[src/rtl/stiru_pkg.sv]
// ----------------------------------------------------------------------------
// stiru_pkg
// shared sizes, codes and entry type of the sorted table insert/remove unit
// ----------------------------------------------------------------------------
package stiru_pkg;

    // table depth and derived widths
    localparam int CAPACITY = 16;
    localparam int AW       = (CAPACITY > 1) ? $clog2(CAPACITY) : 1;
    localparam int CW       = $clog2(CAPACITY + 1);
    localparam int XW       = (CW > 4) ? CW : 4;

    // command codes
    localparam logic [1:0] CMD_INSERT = 2'd0;
    localparam logic [1:0] CMD_REMOVE = 2'd1;
    localparam logic [1:0] CMD_READ   = 2'd2;

    // status codes
    localparam logic [1:0] ST_OK        = 2'd0;
    localparam logic [1:0] ST_NOT_FOUND = 2'd1;
    localparam logic [1:0] ST_FULL      = 2'd2;
    localparam logic [1:0] ST_BAD_POS   = 2'd3;

    // one stored entry
    typedef struct packed {
        logic [31:0] price;
        logic [31:0] id;
    } t_entry;

endpackage

[src/rtl/sorted_table_insert_remove_unit.sv]
// ----------------------------------------------------------------------------
// sorted_table_insert_remove_unit
// price-sorted table of (price, id) entries with insert, remove by id, read
// ----------------------------------------------------------------------------
// usage:
//   input channel i_in_valid / o_in_ready carries one command beat (insert,
//   remove by id, read at position); output channel o_out_valid / i_out_ready
//   returns exactly one result beat per command, with the count after it.
//   the table lives in one single-port-write, registered-read memory; insert
//   and remove walk it one entry at a time through a read-then-act step.
//   an insert shifts each entry above its slot up by one; when the slot is
//   above zero one extra read finds the stop entry. remove walks the whole
//   table, read does a single read, and full insert, remove on an empty
//   table, bad position and unused code go straight to the result.
//   one command is in flight at a time; the next beat is taken as soon as
//   the previous result sits in the output register, even if not yet taken,
//   so no new command is taken before the last one is done.
//   reset clears the count and both handshakes; memory contents are not
//   cleared, entries at or above the count are never read.
//   a stalled receiver holds the result in the output register; a finished
//   command then waits before its result is loaded, and no new beat is taken.
// ----------------------------------------------------------------------------
module sorted_table_insert_remove_unit
    import stiru_pkg::*;
(
    input  logic               i_clk,
    input  logic               i_rst_n,
    input  logic               i_in_valid,
    output logic               o_in_ready,
    input  logic [1:0]         i_cmd,
    input  logic signed [31:0] i_price_key,
    input  logic signed [31:0] i_item_id,
    input  logic [3:0]         i_position,
    output logic               o_out_valid,
    input  logic               i_out_ready,
    output logic [1:0]         o_status,
    output logic signed [31:0] o_entry_price,
    output logic signed [31:0] o_entry_id,
    output logic [4:0]         o_entry_count
);

    // sequencer states
    localparam logic [3:0] S_IDLE    = 4'd0;
    localparam logic [3:0] S_INS_RD  = 4'd1;
    localparam logic [3:0] S_INS_WR  = 4'd2;
    localparam logic [3:0] S_INS_PUT = 4'd3;
    localparam logic [3:0] S_REM_RD  = 4'd4;
    localparam logic [3:0] S_REM_CHK = 4'd5;
    localparam logic [3:0] S_RD_RD   = 4'd6;
    localparam logic [3:0] S_RD_DATA = 4'd7;
    localparam logic [3:0] S_DONE    = 4'd8;

    // table memory
    t_entry r_mem [CAPACITY];
    t_entry r_rd_data;

    // control and working registers
    logic [3:0]    r_state, n_state;
    logic [CW-1:0] r_count, n_count;
    logic [CW-1:0] r_idx, n_idx;
    logic          r_found, n_found;
    logic [1:0]    r_cmd;
    logic [31:0]   r_key;
    logic [31:0]   r_id;
    logic [1:0]    r_res_status, n_res_status;
    logic [31:0]   r_res_price, n_res_price;
    logic [31:0]   r_res_id, n_res_id;

    // output register
    logic          r_out_valid;
    logic [1:0]    r_o_status;
    logic [31:0]   r_o_price;
    logic [31:0]   r_o_id;
    logic [4:0]    r_o_count;

    // memory port controls
    logic          w_rd_en;
    logic [CW-1:0] w_rd_idx;
    logic          w_we;
    logic [CW-1:0] w_wr_idx;
    t_entry        w_wr_data;

    logic          w_accept;
    logic          w_out_free;
    logic [XW-1:0] w_pos_x;
    logic [XW-1:0] w_count_x;
    logic          w_ge;
    logic          w_match;
    logic          w_last;
    t_entry        w_new;

    assign o_in_ready    = (r_state == S_IDLE);
    assign w_accept      = i_in_valid && o_in_ready;
    assign w_out_free    = !r_out_valid || i_out_ready;
    assign w_pos_x       = XW'(i_position);
    assign w_count_x     = XW'(r_count);
    assign w_ge          = $signed(r_rd_data.price) >= $signed(r_key);
    assign w_match       = (r_rd_data.id == r_id);
    assign w_last        = (r_idx == (r_count - 1'b1));
    assign w_new.price   = r_key;
    assign w_new.id      = r_id;

    assign o_out_valid   = r_out_valid;
    assign o_status      = r_o_status;
    assign o_entry_price = r_o_price;
    assign o_entry_id    = r_o_id;
    assign o_entry_count = r_o_count;

    // memory write and registered read
    always_ff @(posedge i_clk) begin
        if (w_we) begin
            r_mem[w_wr_idx[AW-1:0]] <= w_wr_data;
        end
        if (w_rd_en) begin
            r_rd_data <= r_mem[w_rd_idx[AW-1:0]];
        end
    end

    // sequencer next state and memory accesses
    always_comb begin
        n_state      = r_state;
        n_count      = r_count;
        n_idx        = r_idx;
        n_found      = r_found;
        n_res_status = r_res_status;
        n_res_price  = r_res_price;
        n_res_id     = r_res_id;
        w_rd_en      = 1'b0;
        w_rd_idx     = r_idx;
        w_we         = 1'b0;
        w_wr_idx     = r_idx;
        w_wr_data    = r_rd_data;

        case (r_state)
            S_IDLE: begin
                if (w_accept) begin
                    n_res_status = ST_OK;
                    n_res_price  = '0;
                    n_res_id     = '0;
                    n_found      = 1'b0;
                    case (i_cmd)
                        CMD_INSERT: begin
                            if (r_count == CW'(CAPACITY)) begin
                                n_res_status = ST_FULL;
                                n_state      = S_DONE;
                            end else if (r_count == '0) begin
                                n_idx   = '0;
                                n_state = S_INS_PUT;
                            end else begin
                                n_idx   = r_count;
                                n_state = S_INS_RD;
                            end
                        end
                        CMD_REMOVE: begin
                            if (r_count == '0) begin
                                n_res_status = ST_NOT_FOUND;
                                n_state      = S_DONE;
                            end else begin
                                n_idx   = '0;
                                n_state = S_REM_RD;
                            end
                        end
                        CMD_READ: begin
                            if (w_pos_x >= w_count_x) begin
                                n_res_status = ST_BAD_POS;
                                n_state      = S_DONE;
                            end else begin
                                n_idx   = w_pos_x[CW-1:0];
                                n_state = S_RD_RD;
                            end
                        end
                        default: begin
                            n_state = S_DONE;
                        end
                    endcase
                end
            end
            // insert: read the entry just below the gap
            S_INS_RD: begin
                w_rd_en  = 1'b1;
                w_rd_idx = r_idx - 1'b1;
                n_state  = S_INS_WR;
            end
            // insert: shift it up, or stop and drop the new entry in the gap
            S_INS_WR: begin
                if (w_ge) begin
                    w_we     = 1'b1;
                    w_wr_idx = r_idx;
                    n_idx    = r_idx - 1'b1;
                    n_state  = (r_idx == CW'(1)) ? S_INS_PUT : S_INS_RD;
                end else begin
                    n_state = S_INS_PUT;
                end
            end
            S_INS_PUT: begin
                w_we      = 1'b1;
                w_wr_idx  = r_idx;
                w_wr_data = w_new;
                n_count   = r_count + 1'b1;
                n_state   = S_DONE;
            end
            // remove: walk upward, close the hole once the id is found
            S_REM_RD: begin
                w_rd_en = 1'b1;
                n_state = S_REM_CHK;
            end
            S_REM_CHK: begin
                if (r_found) begin
                    w_we     = 1'b1;
                    w_wr_idx = r_idx - 1'b1;
                end else if (w_match) begin
                    n_found     = 1'b1;
                    n_res_price = r_rd_data.price;
                    n_res_id    = r_rd_data.id;
                end
                if (w_last) begin
                    if (r_found || w_match) begin
                        n_count = r_count - 1'b1;
                    end else begin
                        n_res_status = ST_NOT_FOUND;
                    end
                    n_state = S_DONE;
                end else begin
                    n_idx   = r_idx + 1'b1;
                    n_state = S_REM_RD;
                end
            end
            // read at position
            S_RD_RD: begin
                w_rd_en = 1'b1;
                n_state = S_RD_DATA;
            end
            S_RD_DATA: begin
                n_res_price = r_rd_data.price;
                n_res_id    = r_rd_data.id;
                n_state     = S_DONE;
            end
            S_DONE: begin
                if (w_out_free) begin
                    n_state = S_IDLE;
                end
            end
            default: begin
                n_state = S_IDLE;
            end
        endcase
    end

    // control registers
    always_ff @(posedge i_clk) begin
        if (!i_rst_n) begin
            r_state     <= S_IDLE;
            r_count     <= '0;
            r_out_valid <= 1'b0;
        end else begin
            r_state <= n_state;
            r_count <= n_count;
            if (r_state == S_DONE && w_out_free) begin
                r_out_valid <= 1'b1;
            end else if (i_out_ready) begin
                r_out_valid <= 1'b0;
            end
        end
    end

    // working and result payload
    always_ff @(posedge i_clk) begin
        r_idx        <= n_idx;
        r_found      <= n_found;
        r_res_status <= n_res_status;
        r_res_price  <= n_res_price;
        r_res_id     <= n_res_id;
        if (w_accept) begin
            r_cmd <= i_cmd;
            r_key <= i_price_key;
            r_id  <= i_item_id;
        end
        if (r_state == S_DONE && w_out_free) begin
            r_o_status <= r_res_status;
            r_o_price  <= r_res_price;
            r_o_id     <= r_res_id;
            r_o_count  <= 5'(r_count);
        end
    end

`ifndef ASSERT_OFF
    // count never runs past the table depth
    a_count_range: assert property (@(posedge i_clk) disable iff (!i_rst_n)
        r_count <= CW'(CAPACITY))
        else $error("entry count above capacity");

    // a full-table result only comes from a full table
    a_full_only_when_full: assert property (@(posedge i_clk) disable iff (!i_rst_n)
        (r_state == S_DONE && r_res_status == ST_FULL) |-> (r_count == CW'(CAPACITY)))
        else $error("full status with room left");

    // an insert that went in leaves a non-empty table
    a_insert_grows: assert property (@(posedge i_clk) disable iff (!i_rst_n)
        (r_state == S_INS_PUT) |=> (r_count == $past(r_count) + 1'b1))
        else $error("insert did not grow the count");

    // not-found and bad-position beats carry zero payload
    a_zero_on_miss: assert property (@(posedge i_clk) disable iff (!i_rst_n)
        (r_state == S_DONE && (r_res_status == ST_NOT_FOUND ||
            r_res_status == ST_BAD_POS)) |-> (r_res_price == '0 && r_res_id == '0))
        else $error("miss result carries an entry");

    // memory writes only happen while a command modifies the table
    a_write_in_modify: assert property (@(posedge i_clk) disable iff (!i_rst_n)
        w_we |-> (r_cmd == CMD_INSERT || r_cmd == CMD_REMOVE))
        else $error("table written outside insert or remove");
`endif

endmodule

[config.mk]
export PLATFORM = sky130hd
export DESIGN_NAME = sorted_table_insert_remove_unit
export DESIGN_NICKNAME = d
export VERILOG_FILES = /design/src/rtl/stiru_pkg.sv /design/src/rtl/sorted_table_insert_remove_unit.sv
export SDC_FILE = /design/constraint.sdc
export NUM_CORES = 2
export LEC_CHECK = 0
export ABC_AREA = 1
export CORE_ASPECT_RATIO = 0.7
export CORE_MARGIN = 10
export CORE_UTILIZATION = 56
export CTS_CLUSTER_SIZE = 28
export DETAILED_ROUTE_END_ITERATION = 7
export DONT_BUFFER_PORTS = 1
export HOLD_SLACK_MARGIN = 0.05
export PLACE_DENSITY = 0.71
export SLEW_MARGIN = 25
export SYNTH_ARGS = -nofsm -noshare
export SYNTH_HDL_FRONTEND = slang
export SYNTH_SLANG_ARGS = --single-unit
[constraint.sdc]
create_clock -name i_clk -period 10.1 [get_ports i_clk]
set_input_delay 2.02 -clock i_clk [delete_from_list [all_inputs] [get_ports i_clk]]
set_output_delay 2.02 -clock i_clk [all_outputs]
set_load 0.02 [all_outputs]
==> results.sh <==
export IMPL_status="finished, final reports clean"
export IMPL_rsz0062_at_grt="false"
export IMPL_nets=3897
export IMPL_cts_post_setup_buffers_inserted=0
export IMPL_grt_pass1_vias=29879
export IMPL_synth_fp_nets=3910
export IMPL_htree_levels=3
export IMPL_placed_cell_area_um2=53110
export IMPL_num_io_pins=147
export IMPL_chipWidth_um=382.8
export IMPL_clk_pin_slew_ps=60
export IMPL_dr_pass1_iters=6
export IMPL_routed_wl_um=131100
export IMPL_drtIter0Drc=4725
export IMPL_setup_worst_path_class="reg -> reg"
export IMPL_cp_cell_sequence="ha_1, nand2_1, nor2_1, nand4_1, nor2_1, nand4_1, nand3_1, nand2_1, nand2_1, nand2_1, nor2_4, buf_4"
export IMPL_portBuffers=0
export IMPL_setup_violations=0
export IMPL_grt_use_total_pct=24.43
export IMPL_ys_types=44
export IMPL_finalCritPeriodShare_pct=49.39
export IMPL_antenna_found_initial=7
export IMPL_cts_hold_buf=0
export IMPL_core_area_um2=91690
export IMPL_critical_path_most_common_cell="nand2_1"
export IMPL_clock_latency_ps=700
export IMPL_syn_area_um2=51590
export IMPL_arrival_ps=5290
export IMPL_cts_resized=0
export IMPL_finalCriticalPeriod_ps=4989
export IMPL_syn_inst=3791
export IMPL_yosysWarnings=0
export IMPL_drv_cap=0
export IMPL_tns_ps=0
export IMPL_path_buf_inv=1
export IMPL_rows=93
export IMPL_wl_per_cell_um=25.66
export IMPL_cts_path_max_buffers=3
export IMPL_grt_max_degree=312
export IMPL_drive_gt1_share_pct=8.310
export IMPL_grt_first_pass_wirelength_um=194700
export IMPL_final_antenna_net_count=0
export IMPL_critPathTopFamily="simple AND/OR/NAND/NOR gates"
export IMPL_startpoint_type="flop"
export IMPL_report_final_slew_viol_count=0
export IMPL_hold_violations=0
export IMPL_num_vias=31963
export IMPL_max_vdd_ir_drop_mv=0.1571
export IMPL_area_delta_synth_final_pct=10.38
export IMPL_stdcell_area_um2=56940
export IMPL_postSynthAreaPerCell_um2=13.61
export IMPL_cts_buffers=119
export IMPL_hold_class="reg -> reg"
export IMPL_critPathCaptureType="flop"
export IMPL_place_congestion=0.8479
export IMPL_cts_root_buffer="clkbuf_16"
export IMPL_synth_seq_area_share_pct=75.77
export IMPL_slew_headroom_pct=25.24
export IMPL_worst_pin_slew_ps=1121
export IMPL_die_height_um=273.9
export IMPL_hpwl_um=69500
export IMPL_critical_path_max_stage_delay_ps=930
export IMPL_grt_overflow_total=0
export IMPL_cp_required_ps=10400
export IMPL_die_area_um2=104900
export IMPL_diodes=0
export IMPL_crit_slowest_cell="buf_4"
export IMPL_route_detailed_drc=0
export IMPL_cts_tree="built"
export IMPL_fin_worst_skew_ps=25.66
export IMPL_power_density_nw_per_um2=218.4
export IMPL_start_util_pct=56.26
export IMPL_worst_path_max_fanout=44
export IMPL_whs_ps=408.3
export IMPL_leakage_nw=19.11
export IMPL_clock_fmax_mhz=200.5
export IMPL_r2r_setup_slack_ps=5110
export IMPL_synth_seq_cells=1305
export IMPL_vias_per_cell=6.255
export IMPL_cts_sinks=1305
==> per-stage QoR <==
step	std cells	utilization, %	total power, mW	worst slack, ps
6_report	5110	62.10	12.44	5111
5_1_grt	5110	62.10	12.86	4872
4_1_cts	5108	62.00	12.45	5118
3_5_place_dp	4890	57.92	8.152	5114
3_3_place_gp	4889	57.86	8.113	5209
2_1_floorplan	3791	-	7.573	649.8
==> synth_stat cells <==
master	instances	area share, %
inv_4	1	0.012
nor4_1	1	0.012
inv_1	185	1.3
nand2_2	4	0.048
o21ai_2	1	0.017
buf_6	4	0.087
a221oi_1	1	0.017
o221ai_1	210	3.6
nor2_1	640	4.7
a211oi_1	1	0.015
buf_4	3	0.044
dfxtp_1	10	0.39
or2_2	3	0.036
xor2_1	9	0.15
a32oi_1	1	0.017
clkbuf_2	2	0.019
o21bai_1	2	0.029
ha_1	45	1.1
inv_2	8	0.058
o21a_1	2	0.029
nand2_1	241	1.8
a22oi_1	2	0.029
o21ai_4	1	0.032
xnor2_1	21	0.36
o311ai_0	2	0.034
o211ai_1	50	0.73
a21oi_1	37	0.36
a311oi_1	1	0.017
nor3_4	1	0.032
nand3_2	1	0.019
o22ai_1	24	0.29
o21ai_1	97	0.94
o31ai_1	2	0.029
nand3_1	136	1.3
nand4_1	16	0.19
buf_1	9	0.065
o21ai_0	498	4.8
edfxtp_1	1295	75
a31oi_1	1	0.012
nor3_1	3	0.029
a21o_1	3	0.044
clkbuf_1	105	0.76
buf_2	111	1.1
nand2_4	1	0.022
==> state kept, by name (all words and copies together) (netlist names) <==
signal / cells
o_status: 2
r_idx: 5
r_found: 1
r_res_id: 32
r_mem: 1024
r_res_price: 32
o_entry_id: 32
r_count: 5
o_entry_price: 32
r_id: 32
o_entry_count: 5
o_out_valid: 1
r_state: 4
r_rd_data: 64
r_key: 32
r_res_status: 2
==> power breakdown <==
part | total [mW] | switching, mW | internal [mW]
clock | 4.35 | 1.90 | 2.45
sequential | 6.36 | 0.119 | 6.24
combinational | 1.72 | 1.29 | 0.435
==> kinds of logic (layout without fill, tap and decap cells) <==
| group | after synthesis | count (layout) | share of synthesized area, % |
|---|---|---|---|
| DFF | 1305 | 1305 | 75.77 |
| xor gates and xnor gates | 30 | 30 | 0.5093 |
| AOI/OAI and AO/OA | 936 | 936 | 11.04 |
| buffers and inverters | 428 | 512 | 3.473 |
| and+or+nand+nor | 1047 | 1047 | 8.123 |
| adders and majority gates | 45 | 45 | 1.091 |
==> cell usage in the layout (no fill, tap or decap), types with 28 or more instances in the layout <==
cell,Yosys,routed
o221ai_1,210,210
buf_4,3,91
clkbuf_16,0,122
o21ai_1,97,97
nor2_1,640,623
nand3_1,136,135
a21oi_1,37,31
nand2_1,241,239
clkinv_2,0,32
o211ai_1,50,50
edfxtp_1,1295,1295
clkinv_1,0,28
ha_1,45,45
o21ai_0,498,494
inv_1,185,185
==> area by class of cell <==
type	instances	area, µm²
Multi-Input combinational cell	2058	10950
Clock inverter	74	609.3
Tap cell	1235	1545
Fill cell	6637	34750
Sequential cell	1305	39090
Inverter	194	765.7
Timing Repair Buffer	100	843.3
Clock buffer	144	3136
==> final timing paths <==
kind | cells after the start | end | start
worst max-delay path | 12 | r_mem[2][36] | r_rd_data[63]
worst min-delay path | 0 | o_entry_price[25] | r_res_price[25]
worst max register to register | 12 | r_mem[2][36] | r_rd_data[63]
worst min register to register | 0 | o_entry_price[25] | r_res_price[25]
==> per-layer routing <==
| metal | part of all wire, % | vias to the layer above | track usage [%] |
|---|---|---|---|
| li1 | - | 14052 | - |
| met1 | 42 | 15721 | 37.16 |
| met2 | 43 | 1965 | 35.11 |
| met3 | 13 | 219 | 6.123 |
| met4 | 2.1 | 6 | 6.149 |
| met5 | 0.027 | - | 0 |
==> worst reg2reg max path, stage by stage, from the launching register on <==
cell,delay (ps)
edfxtp_1,420
ha_1,460
nand2_1,120
nor2_1,180
nand4_1,210
nor2_1,410
nand4_1,310
nand3_1,280
nand2_1,80
nand2_1,140
nand2_1,250
nor2_4,770
buf_4,940
Power figures use the tool's default switching activity.
